$ cat src/hdl/l3si_pkg.sv
// ----------------------------------------------------------------------------
// l3si_pkg
// Shared types and constants of the Layer III side-information parser.
// ----------------------------------------------------------------------------
package l3si_pkg;

    localparam int L3SI_QUEUE_DEPTH = 4;

    localparam int L3SI_IN_DATA_W  = 8;
    localparam int L3SI_IN_USER_W  = 2;
    localparam int L3SI_OUT_DATA_W = 16;
    localparam int L3SI_OUT_USER_W = 6;

    typedef struct packed {
        logic [7:0] data;
        logic       start;
        logic       mono;
    } t_byte_item;

    typedef enum logic [4:0] {
        FC_MDB   = 5'd0,
        FC_PRIV  = 5'd1,
        FC_SCFSI = 5'd2,
        FC_P23   = 5'd3,
        FC_BIG   = 5'd4,
        FC_GAIN  = 5'd5,
        FC_SLEN1 = 5'd6,
        FC_SLEN2 = 5'd7,
        FC_WS    = 5'd8,
        FC_BT    = 5'd9,
        FC_MIX   = 5'd10,
        FC_TBL   = 5'd11,
        FC_SUB   = 5'd12,
        FC_R0    = 5'd13,
        FC_R1    = 5'd14,
        FC_PRE   = 5'd15,
        FC_SFS   = 5'd16,
        FC_C1    = 5'd17,
        FC_PART2 = 5'd18
    } t_field_code;

endpackage

$ cat src/hdl/l3si_front.sv
// ----------------------------------------------------------------------------
// l3si_front
// Input side: takes side-information bytes, marks frame starts and the
// channel mode, and holds them in a short queue for the parser.
// ----------------------------------------------------------------------------
module l3si_front
    import l3si_pkg::*;
#(
    parameter int QUEUE_DEPTH = L3SI_QUEUE_DEPTH
) (
    input  logic                      i_clk,
    input  logic                      i_rst_n,
    input  logic                      i_s_tvalid,
    output logic                      o_s_tready,
    input  logic [L3SI_IN_DATA_W-1:0] i_s_tdata,  // data_byte
    input  logic [L3SI_IN_USER_W-1:0] i_s_tuser,  // frame_start, mono
    output logic                      o_item_valid,
    output t_byte_item                o_item,
    input  logic                      i_item_pop
);

    localparam int AW = (QUEUE_DEPTH > 1) ? $clog2(QUEUE_DEPTH) : 1;
    localparam int CW = $clog2(QUEUE_DEPTH + 1);

    t_byte_item    r_mem [QUEUE_DEPTH];
    logic [AW-1:0] r_wr_ptr;
    logic [AW-1:0] r_rd_ptr;
    logic [CW-1:0] r_count;
    logic [AW-1:0] n_wr_ptr;
    logic [AW-1:0] n_rd_ptr;
    logic [CW-1:0] n_count;
    logic          push;
    logic          pop;
    t_byte_item    in_item;

    assign o_s_tready   = (r_count != CW'(QUEUE_DEPTH));
    assign o_item_valid = (r_count != '0);
    assign o_item       = r_mem[r_rd_ptr];
    assign push         = i_s_tvalid && o_s_tready;
    assign pop          = i_item_pop && o_item_valid;

    // The mode flag only counts on the first byte of a frame.
    always_comb begin
        in_item.data  = i_s_tdata;
        in_item.start = i_s_tuser[0];
        in_item.mono  = i_s_tuser[0] & i_s_tuser[1];
    end

    always_comb begin
        n_wr_ptr = r_wr_ptr;
        n_rd_ptr = r_rd_ptr;
        n_count  = r_count;
        if (push) begin
            n_wr_ptr = (r_wr_ptr == AW'(QUEUE_DEPTH - 1)) ? '0 : r_wr_ptr + 1'b1;
        end
        if (pop) begin
            n_rd_ptr = (r_rd_ptr == AW'(QUEUE_DEPTH - 1)) ? '0 : r_rd_ptr + 1'b1;
        end
        unique case ({push, pop})
            2'b10:   n_count = r_count + 1'b1;
            2'b01:   n_count = r_count - 1'b1;
            default: n_count = r_count;
        endcase
    end

    always_ff @(posedge i_clk) begin
        if (!i_rst_n) begin
            r_wr_ptr <= '0;
            r_rd_ptr <= '0;
            r_count  <= '0;
        end else begin
            r_wr_ptr <= n_wr_ptr;
            r_rd_ptr <= n_rd_ptr;
            r_count  <= n_count;
        end
        if (push) begin
            r_mem[r_wr_ptr] <= in_item;
        end
    end

endmodule

$ cat src/hdl/l3si_back.sv
// ----------------------------------------------------------------------------
// l3si_back
// Field parser: merges queued bytes into a bit window, cuts one field per cycle
// while output is free, emits derived values in follow-up cycles, and registers results.
// ----------------------------------------------------------------------------
module l3si_back
    import l3si_pkg::*;
(
    input  logic                       i_clk,
    input  logic                       i_rst_n,
    input  logic                       i_item_valid,
    input  t_byte_item                 i_item,
    output logic                       o_item_pop,
    output logic                       o_m_tvalid,
    input  logic                       i_m_tready,
    output logic [L3SI_OUT_DATA_W-1:0] o_m_tdata,  // granule, channel, sub_index, field_value
    output logic [L3SI_OUT_USER_W-1:0] o_m_tuser,  // field_code, side_info_done
    output logic                       o_m_tlast   // last_of_byte
);

    typedef enum logic [4:0] {
        ST_MDB, ST_PRIV, ST_SCFSI, ST_P23, ST_BIG, ST_GAIN, ST_SFC, ST_WS, ST_BT,
        ST_MIX, ST_TBL, ST_SUB, ST_R0, ST_R1, ST_PRE, ST_SFS, ST_C1, ST_DONE
    } t_step;

    typedef enum logic [2:0] {
        AX_NONE, AX_SLEN2, AX_R0, AX_R1, AX_BT0, AX_PART2
    } t_aux;

    function automatic logic [3:0] f_width(input t_step s, input logic m);
        unique case (s)
            ST_MDB:  f_width = 4'd9;
            ST_PRIV: f_width = m ? 4'd5 : 4'd3;
            ST_P23:  f_width = 4'd12;
            ST_BIG:  f_width = 4'd9;
            ST_GAIN: f_width = 4'd8;
            ST_SFC:  f_width = 4'd4;
            ST_BT:   f_width = 4'd2;
            ST_TBL:  f_width = 4'd5;
            ST_SUB:  f_width = 4'd3;
            ST_R0:   f_width = 4'd4;
            ST_R1:   f_width = 4'd3;
            ST_SCFSI, ST_WS, ST_MIX, ST_PRE, ST_SFS, ST_C1: f_width = 4'd1;
            default: f_width = 4'd0;
        endcase
    endfunction

    function automatic logic f_more(input t_step s, input logic m, input logic [4:0] b);
        logic [3:0] fw;
        fw     = f_width(s, m);
        f_more = (fw != 4'd0) && ({1'b0, fw} <= b);
    endfunction

    function automatic logic [2:0] f_slen1(input logic [3:0] c);
        unique case (c)
            4'd0, 4'd1, 4'd2, 4'd3:     f_slen1 = 3'd0;
            4'd5, 4'd6, 4'd7:           f_slen1 = 3'd1;
            4'd8, 4'd9, 4'd10:          f_slen1 = 3'd2;
            4'd4, 4'd11, 4'd12, 4'd13:  f_slen1 = 3'd3;
            default:                    f_slen1 = 3'd4;
        endcase
    endfunction

    function automatic logic [1:0] f_slen2(input logic [3:0] c);
        unique case (c)
            4'd0, 4'd4:                 f_slen2 = 2'd0;
            4'd1, 4'd5, 4'd8, 4'd11:    f_slen2 = 2'd1;
            4'd2, 4'd6, 4'd9, 4'd12, 4'd14: f_slen2 = 2'd2;
            default:                    f_slen2 = 2'd3;
        endcase
    endfunction

    t_step       r_step, n_step;
    t_aux        r_aux, n_aux;
    logic [19:0] r_acc, n_acc;
    logic [4:0]  r_bits, n_bits;
    logic        r_gr, n_gr;
    logic        r_ch, n_ch;
    logic [1:0]  r_ix, n_ix;
    logic        r_mono, n_mono;
    logic [2:0]  r_slen1, n_slen1;
    logic [1:0]  r_slen2, n_slen2;
    logic [1:0]  r_bt, n_bt;
    logic        r_mix, n_mix;
    logic        r_ws, n_ws;
    logic        r_sv_gr, n_sv_gr;
    logic        r_sv_ch, n_sv_ch;
    logic        r_sv_done, n_sv_done;

    logic        r_out_valid;
    logic [4:0]  r_out_code;
    logic        r_out_gr;
    logic        r_out_ch;
    logic [1:0]  r_out_ix;
    logic [11:0] r_out_val;
    logic        r_out_last;
    logic        r_out_done;

    logic        res_fire;
    logic [4:0]  res_code;
    logic        res_gr;
    logic        res_ch;
    logic [1:0]  res_ix;
    logic [11:0] res_val;
    logic        res_last;
    logic        res_done;

    logic [3:0]  w;
    logic        can_field;
    logic        idle;
    logic        out_free;
    logic [4:0]  rem;
    logic [19:0] shifted;
    logic [11:0] v;
    logic [3:0]  r0;
    logic [6:0]  p2;
    logic [6:0]  s1w;
    logic [6:0]  s2w;
    logic        frame_end;

    assign w         = f_width(r_step, r_mono);
    assign can_field = (r_aux == AX_NONE) && (w != 4'd0) && ({1'b0, w} <= r_bits);
    assign idle      = (r_aux == AX_NONE) && !can_field;
    assign out_free  = !r_out_valid || i_m_tready;
    assign o_item_pop = idle && i_item_valid;

    assign rem     = r_bits - {1'b0, w};
    assign shifted = r_acc >> rem;
    assign v       = shifted[11:0] & ~(12'hFFF << w);
    assign r0      = ((r_bt == 2'd2) && !r_mix) ? 4'd8 : 4'd7;
    assign s1w     = {4'b0, r_slen1};
    assign s2w     = {5'b0, r_slen2};
    assign p2      = (r_bt == 2'd2) ? ((r_mix ? 7'd17 * s1w : 7'd18 * s1w) + 7'd18 * s2w)
                                    : (7'd11 * s1w + 7'd10 * s2w);
    assign frame_end = r_gr && (r_mono || r_ch);

    always_comb begin
        n_step    = r_step;
        n_aux     = r_aux;
        n_acc     = r_acc;
        n_bits    = r_bits;
        n_gr      = r_gr;
        n_ch      = r_ch;
        n_ix      = r_ix;
        n_mono    = r_mono;
        n_slen1   = r_slen1;
        n_slen2   = r_slen2;
        n_bt      = r_bt;
        n_mix     = r_mix;
        n_ws      = r_ws;
        n_sv_gr   = r_sv_gr;
        n_sv_ch   = r_sv_ch;
        n_sv_done = r_sv_done;
        res_fire  = 1'b0;
        res_code  = FC_MDB;
        res_gr    = 1'b0;
        res_ch    = 1'b0;
        res_ix    = 2'd0;
        res_val   = 12'd0;
        res_last  = 1'b0;
        res_done  = 1'b0;

        priority if (r_aux != AX_NONE) begin
            if (out_free) begin
                res_fire = 1'b1;
                res_gr   = r_sv_gr;
                res_ch   = r_sv_ch;
                n_aux    = AX_NONE;
                unique case (r_aux)
                    AX_SLEN2: begin
                        res_code = FC_SLEN2;
                        res_val  = {10'b0, r_slen2};
                    end
                    AX_R0: begin
                        res_code = FC_R0;
                        res_val  = {8'b0, r0};
                        n_aux    = AX_R1;
                    end
                    AX_R1: begin
                        res_code = FC_R1;
                        res_val  = {7'b0, 5'd20 - {1'b0, r0}};
                    end
                    AX_BT0: begin
                        res_code = FC_BT;
                    end
                    AX_PART2: begin
                        res_code = FC_PART2;
                        res_val  = {5'b0, p2};
                        res_done = r_sv_done;
                    end
                    default: begin
                        res_fire = 1'b0;
                    end
                endcase
                res_last = (n_aux == AX_NONE) && !f_more(r_step, r_mono, r_bits);
            end
        end else if (can_field) begin
            if (out_free) begin
                res_fire = 1'b1;
                res_gr   = r_gr;
                res_ch   = r_ch;
                res_val  = v;
                n_bits   = rem;
                n_acc    = r_acc & ~(20'hFFFFF << rem);
                n_sv_gr  = r_gr;
                n_sv_ch  = r_ch;
                unique case (r_step)
                    ST_MDB: begin
                        res_code = FC_MDB;
                        res_gr   = 1'b0;
                        res_ch   = 1'b0;
                        n_step   = ST_PRIV;
                    end
                    ST_PRIV: begin
                        res_code = FC_PRIV;
                        res_gr   = 1'b0;
                        res_ch   = 1'b0;
                        n_ch     = 1'b0;
                        n_ix     = 2'd0;
                        n_step   = ST_SCFSI;
                    end
                    ST_SCFSI: begin
                        res_code = FC_SCFSI;
                        res_gr   = 1'b0;
                        res_ix   = r_ix;
                        if (r_ix != 2'd3) begin
                            n_ix = r_ix + 2'd1;
                        end else begin
                            n_ix = 2'd0;
                            if (!r_mono && !r_ch) begin
                                n_ch = 1'b1;
                            end else begin
                                n_ch   = 1'b0;
                                n_gr   = 1'b0;
                                n_step = ST_P23;
                            end
                        end
                    end
                    ST_P23: begin
                        res_code = FC_P23;
                        n_step   = ST_BIG;
                    end
                    ST_BIG: begin
                        res_code = FC_BIG;
                        n_step   = ST_GAIN;
                    end
                    ST_GAIN: begin
                        res_code = FC_GAIN;
                        n_step   = ST_SFC;
                    end
                    ST_SFC: begin
                        n_slen1  = f_slen1(v[3:0]);
                        n_slen2  = f_slen2(v[3:0]);
                        res_code = FC_SLEN1;
                        res_val  = {9'b0, n_slen1};
                        n_aux    = AX_SLEN2;
                        n_step   = ST_WS;
                    end
                    ST_WS: begin
                        res_code = FC_WS;
                        n_ws     = v[0];
                        n_ix     = 2'd0;
                        if (v[0]) begin
                            n_step = ST_BT;
                        end else begin
                            n_mix  = 1'b0;
                            n_step = ST_TBL;
                        end
                    end
                    ST_BT: begin
                        res_code = FC_BT;
                        n_bt     = v[1:0];
                        n_step   = ST_MIX;
                    end
                    ST_MIX: begin
                        res_code = FC_MIX;
                        n_mix    = v[0];
                        n_ix     = 2'd0;
                        n_step   = ST_TBL;
                    end
                    ST_TBL: begin
                        res_code = FC_TBL;
                        res_ix   = r_ix;
                        if (r_ix < (r_ws ? 2'd1 : 2'd2)) begin
                            n_ix = r_ix + 2'd1;
                        end else begin
                            n_ix   = 2'd0;
                            n_step = r_ws ? ST_SUB : ST_R0;
                        end
                    end
                    ST_SUB: begin
                        res_code = FC_SUB;
                        res_ix   = r_ix;
                        if (r_ix < 2'd2) begin
                            n_ix = r_ix + 2'd1;
                        end else begin
                            n_ix   = 2'd0;
                            n_aux  = AX_R0;
                            n_step = ST_PRE;
                        end
                    end
                    ST_R0: begin
                        res_code = FC_R0;
                        n_step   = ST_R1;
                    end
                    ST_R1: begin
                        res_code = FC_R1;
                        n_bt     = 2'd0;
                        n_aux    = AX_BT0;
                        n_step   = ST_PRE;
                    end
                    ST_PRE: begin
                        res_code = FC_PRE;
                        n_step   = ST_SFS;
                    end
                    ST_SFS: begin
                        res_code = FC_SFS;
                        n_step   = ST_C1;
                    end
                    ST_C1: begin
                        res_code  = FC_C1;
                        n_aux     = AX_PART2;
                        n_sv_done = frame_end;
                        n_ix      = 2'd0;
                        if (!r_mono && !r_ch) begin
                            n_ch   = 1'b1;
                            n_step = ST_P23;
                        end else if (!r_gr) begin
                            n_ch   = 1'b0;
                            n_gr   = 1'b1;
                            n_step = ST_P23;
                        end else begin
                            n_ch   = 1'b0;
                            n_gr   = 1'b0;
                            n_step = ST_DONE;
                            n_acc  = 20'd0;
                            n_bits = 5'd0;
                        end
                    end
                    default: begin
                        res_fire = 1'b0;
                        n_step   = ST_DONE;
                    end
                endcase
                res_last = (n_aux == AX_NONE) && !f_more(n_step, r_mono, n_bits);
            end
        end else begin
            if (i_item_valid) begin
                if (i_item.start) begin
                    n_step  = ST_MDB;
                    n_gr    = 1'b0;
                    n_ch    = 1'b0;
                    n_ix    = 2'd0;
                    n_mono  = i_item.mono;
                    n_slen1 = 3'd0;
                    n_slen2 = 2'd0;
                    n_bt    = 2'd0;
                    n_mix   = 1'b0;
                    n_ws    = 1'b0;
                    n_acc   = {12'b0, i_item.data};
                    n_bits  = 5'd8;
                end else if (r_step != ST_DONE) begin
                    n_acc  = {r_acc[11:0], i_item.data};
                    n_bits = r_bits + 5'd8;
                end
            end
        end
    end

    always_ff @(posedge i_clk) begin
        if (!i_rst_n) begin
            r_step      <= ST_MDB;
            r_aux       <= AX_NONE;
            r_acc       <= '0;
            r_bits      <= '0;
            r_gr        <= 1'b0;
            r_ch        <= 1'b0;
            r_ix        <= '0;
            r_mono      <= 1'b0;
            r_slen1     <= '0;
            r_slen2     <= '0;
            r_bt        <= '0;
            r_mix       <= 1'b0;
            r_ws        <= 1'b0;
            r_sv_gr     <= 1'b0;
            r_sv_ch     <= 1'b0;
            r_sv_done   <= 1'b0;
            r_out_valid <= 1'b0;
        end else begin
            r_step    <= n_step;
            r_aux     <= n_aux;
            r_acc     <= n_acc;
            r_bits    <= n_bits;
            r_gr      <= n_gr;
            r_ch      <= n_ch;
            r_ix      <= n_ix;
            r_mono    <= n_mono;
            r_slen1   <= n_slen1;
            r_slen2   <= n_slen2;
            r_bt      <= n_bt;
            r_mix     <= n_mix;
            r_ws      <= n_ws;
            r_sv_gr   <= n_sv_gr;
            r_sv_ch   <= n_sv_ch;
            r_sv_done <= n_sv_done;
            if (out_free) begin
                r_out_valid <= res_fire;
            end
            if (out_free && res_fire) begin
                r_out_code <= res_code;
                r_out_gr   <= res_gr;
                r_out_ch   <= res_ch;
                r_out_ix   <= res_ix;
                r_out_val  <= res_val;
                r_out_last <= res_last;
                r_out_done <= res_done;
            end
        end
    end

    assign o_m_tvalid = r_out_valid;
    assign o_m_tdata  = {r_out_val, r_out_ix, r_out_ch, r_out_gr};
    assign o_m_tuser  = {r_out_done, r_out_code};
    assign o_m_tlast  = r_out_last;

    a_bits_bound: assert property (@(posedge i_clk) disable iff (!i_rst_n)
        r_bits <= 5'd19)
        else $error("bit window holds more than 19 bits");

    a_done_empty: assert property (@(posedge i_clk) disable iff (!i_rst_n)
        (r_step == ST_DONE) |-> (r_bits == 5'd0))
        else $error("bits left in window after side information ended");

    a_done_last: assert property (@(posedge i_clk) disable iff (!i_rst_n)
        (r_out_valid && r_out_done) |-> r_out_last)
        else $error("end of side information not marked last of byte");

    a_index_range: assert property (@(posedge i_clk) disable iff (!i_rst_n)
        (r_step != ST_SCFSI) |-> (r_ix != 2'd3))
        else $error("index out of range outside scfsi");

endmodule

$ cat src/hdl/layer3_side_info_parser.sv
// ----------------------------------------------------------------------------
// layer3_side_info_parser
// MPEG-1 Layer III side-information field parser, top level.
// ----------------------------------------------------------------------------
// Side-information bytes enter on the slave stream and wait in a small queue.
// The parser takes one byte and then cuts one field per cycle while the
// output register is free, giving one result per cycle; derived values (slen2,
// implicit regions or block type, part2 length) each add one more result. A
// byte occupies the parser until it has given all its results (0 to 8,
// typically 1 to 3), and this single field extractor sets the rate.
// Results sit in an output register, so the next byte is taken while a
// result waits for the sink.
module layer3_side_info_parser
    import l3si_pkg::*;
#(
    parameter int QUEUE_DEPTH = L3SI_QUEUE_DEPTH
) (
    input  logic                       i_clk,
    input  logic                       i_rst_n,
    input  logic                       i_s_tvalid,
    output logic                       o_s_tready,
    input  logic [L3SI_IN_DATA_W-1:0]  i_s_tdata,  // data_byte
    input  logic [L3SI_IN_USER_W-1:0]  i_s_tuser,  // frame_start, mono
    output logic                       o_m_tvalid,
    input  logic                       i_m_tready,
    output logic [L3SI_OUT_DATA_W-1:0] o_m_tdata,  // granule, channel, sub_index, field_value
    output logic [L3SI_OUT_USER_W-1:0] o_m_tuser,  // field_code, side_info_done
    output logic                       o_m_tlast   // last_of_byte
);

    logic       item_valid;
    t_byte_item item;
    logic       item_pop;

    l3si_front #(
        .QUEUE_DEPTH(QUEUE_DEPTH)
    ) u_front (
        .i_clk       (i_clk),
        .i_rst_n     (i_rst_n),
        .i_s_tvalid  (i_s_tvalid),
        .o_s_tready  (o_s_tready),
        .i_s_tdata   (i_s_tdata),
        .i_s_tuser   (i_s_tuser),
        .o_item_valid(item_valid),
        .o_item      (item),
        .i_item_pop  (item_pop)
    );

    l3si_back u_back (
        .i_clk       (i_clk),
        .i_rst_n     (i_rst_n),
        .i_item_valid(item_valid),
        .i_item      (item),
        .o_item_pop  (item_pop),
        .o_m_tvalid  (o_m_tvalid),
        .i_m_tready  (i_m_tready),
        .o_m_tdata   (o_m_tdata),
        .o_m_tuser   (o_m_tuser),
        .o_m_tlast   (o_m_tlast)
    );

endmodule

$ cat config.mk
export PLATFORM = sky130hd
export DESIGN_NAME = layer3_side_info_parser
export DESIGN_NICKNAME = d
export VERILOG_FILES = /design/src/hdl/l3si_pkg.sv /design/src/hdl/l3si_front.sv /design/src/hdl/l3si_back.sv /design/src/hdl/layer3_side_info_parser.sv
export SDC_FILE = /design/constraint.sdc
export NUM_CORES = 1
export LEC_CHECK = 0
export ABC_CLOCK_PERIOD_IN_PS = 12500
export BUFFER_PORTS_ARGS = -buffer_cell sky130_fd_sc_hd__clkbuf_2
export CAP_MARGIN = 10
export CORE_AREA = 2 2 136 112
export CTS_CLUSTER_DIAMETER = 120
export DETAILED_ROUTE_END_ITERATION = 6
export DIE_AREA = 0 0 138 114
export GPL_ROUTABILITY_DRIVEN = 1
export PLACE_DENSITY = 0.79
export SYNTH_ARGS = -nofsm -noshare
export SYNTH_HDL_FRONTEND = slang
export SYNTH_HIERARCHICAL = 1
export SYNTH_SLANG_ARGS = --single-unit
$ cat constraint.sdc
create_clock -name i_clk -period 12.5 [get_ports i_clk]
set_input_delay 1.25 -clock i_clk [delete_from_list [all_inputs] [get_ports i_clk]]
set_output_delay 1.25 -clock i_clk [all_outputs]
set_load 0.02 [all_outputs]
== After elaboration in Yosys (flattened, before gate mapping) ==
Memories as Yosys holds them, arrays and structs flattened. A register that Yosys moved wholly into a read port is not among the register bits.
Cells that the tools add are included.
Cells by class
  add/sub/neg operators: 10
  multipliers: 5
  divide/modulo/power cells: 0
  $lt $le $gt $ge: 5
  equality and inequality tests: 57
  shift-type cells: 3
  multiplexer cells: 138
  bitwise logic cells: 9
  reduce and logical (&&, ||, !) cells: 68
Operators by type and width (count)
  $mux 20: 8
  $mux 5: 28
  $pmux 5 s17: 1
  $eq 5x4->1 const B: 16
  $pmux 5 s16: 1
  $pmux 4 s9: 2
  $mux 12: 5
  $mux 3: 17
  $eq 5x3->1 const B: 8
  $mux 1: 40
  $mux 2: 19
  $pmux 7 s4: 1
  $pmux 5 s5: 1
  $mux 4: 6
  $ne 3x3->1 const B: 8
  $and 20x20->20: 1
  $eq 5x2->1 const B: 4
  $not 20->20: 1
  $reduce_and 5->1: 4
  $shl 20x5->20 const A: 1
  $shr 20x5->12: 1
  $reduce_or 17->1: 1
  $reduce_and 4->1: 4
  $le 4x5->1: 3
  other kinds (53): 114
Storage, ports and cells
  register bits after elaboration: 81
  bits in latches: 0
  RAM bits: 40
  memory bits (read-only): 80
  input bits: 14
  output and inout bits: 25
  word-level logic and storage cells: 325
  memories kept: 3
Memory list
  (no name shown): words 16, width 3, rd ports 1, clocked after Yosys merged registers in 0, wr ports 0, RTL line l3si_back.sv:55  | unique case (c)
  u_front.r_mem: words 4, width 10, rd ports 1, clocked after Yosys merged registers in 1, wr ports 1, RTL line l3si_front.sv:25  | t_byte_item r_mem [QUEUE_DEPTH];
  (no name shown): words 16, width 2, rd ports 1, clocked after Yosys merged registers in 0, wr ports 0, RTL line l3si_back.sv:65  | unique case (c)

== Depth between registers and ports, before layout ==
  word-level depth: 24
  depth in mapped cells: 29

== By module ==
Netlist, hierarchy kept.
Modules (own cells, without submodules)
  l3si_back: times used 1, cells an instance 808, area each 6525.0 um2
  l3si_front: times used 1, cells an instance 109, area each 1945.6 um2

== Worst setup path after synthesis ==
Ideal clock, no wire load.
  path type: reg-to-reg
  from: register u_back.r_step[3]
  to: register u_back.r_out_last, in the netlist u_back/o_m_tlast (data pin)
  setup time: 0.256 ns
  data arrival time: 4.754 ns
  path slack: 7.490 ns
  cell stages (with the launch flop): 28
  path buffers: 5
  period minus slack after synthesis: 5.010 ns
  path through: dfxtp_1 > buf_2 > buf_1 > clkbuf_1 > nand2_1 > o22a_1 > nor2_1 > inv_1 > fa_1 > clkbuf_1 > buf_2 > nor2_1 > nor2_1 > a21oi_1 > o22ai_1 > o211a_1 > inv_2 > a21o_1 > a31oi_1 > ha_1 > nor2b_1 > o21ai_0 > nand2b_1 > a21oi_1 > a41oi_1 > nand2_1 > a31oi_1 > a22o_1
On the way
  longest elaborated chain between the ends: 24
  elaborated cells between the ends (all ways): 92
  classes of those cells: add/sub (1); order compare (3); eq/ne (32); shift (2); mux (30); bitwise (2); reduce/logical (22)
RTL lines
  from (decl): RTL line l3si_back.sv:73  | t_step r_step, n_step;
  from (signal assigned): RTL line l3si_back.sv:390  | r_step <= n_step;
  $eq 5x4->1 (tied with other cells): RTL line l3si_back.sv:31, l3si_back.sv:207
  $reduce_or 6->1 or $reduce_or 2->1 (tied branches)
  $pmux 4 s9: RTL line l3si_back.sv:31  | unique case (s)
  $sub 5x4->5 or $shl 12x4->12 (tied branches): RTL line l3si_back.sv:127, l3si_back.sv:129
  $shr 20x5->12 or $not 12->12 (tied branches): RTL line l3si_back.sv:128, l3si_back.sv:129
  $and 12x12->12: RTL line l3si_back.sv:129  | assign v = shifted[11:0] & ~(12'hFFF << w);
  $mux 2: RTL line l3si_back.sv:263  | if (v[0]) begin
  $pmux 5 s17: RTL line l3si_back.sv:207  | unique case (r_step)
  [... 9 more ...]
  $le 4x5->1 or $reduce_bool 4->1 (tied branches): RTL line l3si_back.sv:51  | f_more = (fw != 4'd0) && ({1'b0, fw} <= b);
  $logic_and 1x1->1: RTL line l3si_back.sv:51
  $logic_not 1->1: RTL line l3si_back.sv:345  | res_last = (n_aux == AX_NONE) && !f_more(n_step, r_mono, n_bits);
  $logic_and 1x1->1: RTL line l3si_back.sv:345
  $mux 1: RTL line l3si_back.sv:198  | if (out_free) begin
  $mux 1: RTL line l3si_back.sv:197  | end else if (can_field) begin
  $mux 1 (*): RTL line l3si_back.sv:163  | priority if (r_aux != AX_NONE) begin
  via u_back.res_last: RTL line l3si_back.sv:105  | logic res_last;
  to (signal assigned): RTL line l3si_back.sv:415  | r_out_last <= res_last;
  to (decl): RTL line l3si_back.sv:96  | logic r_out_last;
The timed path passes the listed nets; every way through them passes the cells marked *. The select of a mux whose other input is x is not followed.
A chain may end at the register's enable or synchronous reset.

== Worst setup path after layout ==
  from: register u_back.r_step[1]
  to: register u_back.r_out_last, in the netlist u_back/o_m_tlast (data pin)
The elaborated chain is that of the path after synthesis.

==> run summary <==
For the combined area of the multi-input logic cells, the log shows 4952 um2. The cell family contributing the most delay on the critical path is compound AO/OA/AOI/OAI gates. The final worst-path cycle share was 48.16%. Antenna diode count: 0. STA classifies the critical path startpoint as a register.

The fmax was 166.1 MHz; the clock-pin slew reported for the worst setup and hold paths after clock tree synthesis was 0.07 ns. The initial antenna violation count is 0. TritonCTS built the clock tree. The leftover overflow at the end of global routing is 0. The maximum number of pins on one net before global-route repair came out at 66. The share of the Yosys chip area taken by registers is 36.51%. In this run the core area contains 40 standard-cell rows. The number of buffers inserted by port buffering works out to 38. The run gives 22.8% as the register share of total power. Yosys mapped the design onto 90 distinct sky130hd cell types.

Clock tree synthesis found a total of 123 sinks. Setup repair after global routing left no endpoint under its margin. The tools report the leakage power as 3.476 nW.

The number of buffers inserted during clock tree synthesis is 17, and the internal power is 1.254 mW. The die covers 15730 um2. The cell with the biggest individual delay on the critical path is sky130_fd_sc_hd__dfxtp_1. The later pin in the worst-skew pair is clocked with a latency of 0.44 ns. Hold-critical path endpoint: u_back/r_bt[0]. The min-delay analysis places its worst path in the category reg2reg. The layout filler cell count was 1174. The number of global-route vias before repair is 6813, and the die boundary width is 138 um. The all-layer global routing usage came out at 28.58%. The fraction of post-synthesis cell area in the top cell type by area works out to 22.33%.

At the pin with the least slew margin, the transition time is 1.206 ns. Power spread over the standard cell area amounts to 263.4 nW/um2. In the post-synthesis netlist, the biggest area contributors are sky130_fd_sc_hd__edfxtp_1 (22%), sky130_fd_sc_hd__dfxtp_1 (14%), sky130_fd_sc_hd__ha_1 (5.5%). The share of total power dissipated in combinational logic is 56.7%. VDD sags by at most 180.5 uV. The buffer levels on the longest clock path was 2; the area of the core was 14510 um2. Post-synthesis cell area: 8471 um2. The count of instances resized after the clock tree is built was 0; the iteration-0 DRC count of the detailed router was 962. The total of flip-flops plus latches after synthesis came out at 123.

Across all layers, the routed design uses 7274 vias. Post-CTS timing repair inserted 0 buffers for setup. At the end of routability-driven placement, the weighted congestion stood at 0.9702. The count of nets left with antenna violations once routing finished came out at 0. The library cells used most frequently in the layout, excluding fill and tap cells, are sky130_fd_sc_hd__nand2_1 (91), sky130_fd_sc_hd__nor2_1 (76), sky130_fd_sc_hd__edfxtp_1 (63), sky130_fd_sc_hd__dfxtp_1 (60), sky130_fd_sc_hd__o21ai_0 (58). For the HPWL after detailed placement, the log shows 15110 um. CTS built an H-tree with a depth of 4. In this run, the clock network consumes 20.5% of the power. The number of DRC violations after detailed routing is 0, and the worst reg-to-reg path cell count is 26. The number of ports placed on the die boundary came out at 39. In this run the critical register-to-register path is launched from u_back/r_step[1].

The worst hold path cell count is 2. The share of cells above drive strength 1 came out at 15.94%. In this design, the critical path's most frequently occurring cell is sky130_fd_sc_hd__a31oi_1. For the number of cells produced by synthesis, the log shows 917.

The routed via count divided by cell count works out to 6.472. In this run the mean area of a mapped cell was 9.237 um2. Across the routed clock network, the largest skew measured is 0.01235 ns. The logs give 0 for the final setup violation count and 3093 um2 for the area used by sequential logic in the layout.

For this configuration, the core starts out at a cell density of 58.36%. In this design, the stage delay of the slowest critical-path cell is 0.92 ns. For the finished layout, the period the worst path requires is 6.020 ns. Yosys mapped a number of flops with a built-in enable equal to 63. Setup slack on the worst reg-to-reg path comes out at 6.48 ns. The run gives 980 as the post-layout net count. Data on the critical path is required at its endpoint by 12.68 ns.

The net switching power was 1.193 mW; the critical-path maximum fanout was 39. The worst setup path is of the reg2reg kind. Max-cap violations in this run came to 0.

The tools report the sort of element at the end of the critical path as a register. For this run, the leading register cell type out of synthesis is sky130_fd_sc_hd__edfxtp_1. Together, buffers and inverters on the worst path number 5. Adding up every negative setup slack in the final design gives 0 ns. Of all cell types, the one taking the most synthesized area is sky130_fd_sc_hd__edfxtp_1.

From bottom edge to top edge, the die measures 114 um. The worst pin sits at a relative slew slack of 19.21%. Most common cell after layout, fill and taps aside: sky130_fd_sc_hd__nand2_1. The startpoint identified for the worst hold timing path is u_back/r_bt[0].

After synthesis, the share of flip-flops with an asynchronous set or reset is 0%. The run gives 5 as the number of detailed-route iterations in the first pass. The run finished with clean final reports. The wire length of the first global-routing pass was 35440 um. Yosys printed 6 warnings.

For this design, the CTS-stage hold fixing added 0 buffers. The logs give 22050 um for the total length of routed wires and 0 for the max-slew violation total from the final report. The tools report the library cell used as clock root buffer as sky130_fd_sc_hd__clkbuf_16. Dividing the detail-routed wire length by the instance count gives 19.62 um. The design draws 2.447 mW.

The signed area change from the synthesized netlist to the final layout came out at 9.660%. Counting every net in the synthesized netlist gives 975. The count of final hold-check violations is 0. The fraction of power spent switching nets was 48.76%. The destination of the worst register-to-register timing path was u_back/o_m_tlast. The worst endpoint data arrival time was 6.20 ns.
[layer usage]
layer | up-vias | GRT usage [%] | routed length, um
li1 | 3378 | - | -
met1 | 3424 | 37.95 | 9364
met2 | 407 | 45.41 | 10020
met3 | 65 | 6.255 | 2019
met4 | 0 | 12.79 | 650
met5 | - | 0 | 0
[cells in the mapped netlist (19+ instances only)]
library cell,count
sky130_fd_sc_hd__a21boi_0,24
sky130_fd_sc_hd__a21oi_1,48
sky130_fd_sc_hd__clkbuf_1,32
sky130_fd_sc_hd__dfxtp_1,60
sky130_fd_sc_hd__edfxtp_1,63
sky130_fd_sc_hd__ha_1,37
sky130_fd_sc_hd__inv_1,34
sky130_fd_sc_hd__mux2i_1,19
sky130_fd_sc_hd__nand2_1,91
sky130_fd_sc_hd__nand3_1,28
sky130_fd_sc_hd__nor2_1,76
sky130_fd_sc_hd__nor2b_1,27
sky130_fd_sc_hd__nor3_1,22
sky130_fd_sc_hd__o21ai_0,58
[per-stage QoR]
stage | area [um2] | hold WS [ns] | std cells | util [%] | setup WS [ns]
after detailed placement | 8690 | 0.4597 | 1092 | 59.87 | 6.678
after CTS | 9289 | 0.4678 | 1124 | 64.00 | 6.620
after floorplan | 8471 | 0.4311 | 917 | - | 7.490
final | 9289 | 0.4770 | 1124 | 64.00 | 6.480
after global placement | 8690 | 0.4413 | 1092 | 59.87 | 6.911
after global routing | 9289 | 0.4937 | 1124 | 64.00 | 6.014
[final cells by class]
| type | count | share of cell area, % |
|---|---|---|
| clock inverter | 15 | 1.872 |
| multi-input combinational | 695 | 53.31 |
| inverter | 36 | 1.455 |
| tap | 189 | 2.546 |
| sequential | 123 | 33.30 |
| clock buffer | 17 | 4.580 |
| timing repair buffer | 49 | 2.936 |
[how the worst max path moves through the flow]
stage	depth (start not counted)	slack, ns	from	to
final	26	6.48	u_back/r_step[1]	u_back/o_m_tlast
after floorplan	27	7.49	u_back/r_step[3]	u_back/o_m_tlast
after global routing	25	6.01	u_back/r_step[0]	u_back/o_m_tlast
after detailed placement	26	6.68	u_back/r_step[1]	u_back/o_m_tlast
after global placement	25	6.91	u_back/r_step[0]	u_back/o_m_tlast
after CTS	26	6.62	u_back/r_step[1]	u_back/o_m_tlast
[cell families (layout without fill, tap and decap cells)]
logic type | count (synthesis) | in the layout | synth area share, %
and+or+nand+nor | 333 | 333 | 20.07
AOI/OAI and AO/OA | 250 | 250 | 20.18
DFF | 123 | 123 | 36.51
buffers and inverters | 99 | 117 | 5.052
muxes | 53 | 53 | 9.202
adders and majority gates | 44 | 44 | 7.120
xor gates and xnor gates | 15 | 15 | 1.861
[power by group through the flow]
stage / combinational, mW / clock (mW) / sequential [mW]
final: 1.39 / 0.502 / 0.557
after global routing: 1.49 / 0.527 / 0.565
after CTS: 1.34 / 0.509 / 0.556
after detailed placement: 1.33 / 0 / 0.564
after global placement: 1.31 / 0 / 0.560
after floorplan: 1.05 / 0 / 0.547
[state kept, by name (all words and copies together) (netlist names), 3 cells and up, named ones only]
name               count
u_front/r_count        3
u_back/r_aux           3
u_front/r_mem         40
u_back/r_step          5
u_back/r_bits          5
u_back/r_out_code      5
u_back/r_out_val      12
u_back/r_slen1         3
u_back/r_acc          20
[worst min-delay path: stages (launching register included)]
cell                       delay [ns]
sky130_fd_sc_hd__dfxtp_1         0.31
sky130_fd_sc_hd__nand2_1         0.07
sky130_fd_sc_hd__a21boi_1        0.05
(Power assumes the default switching activity.)
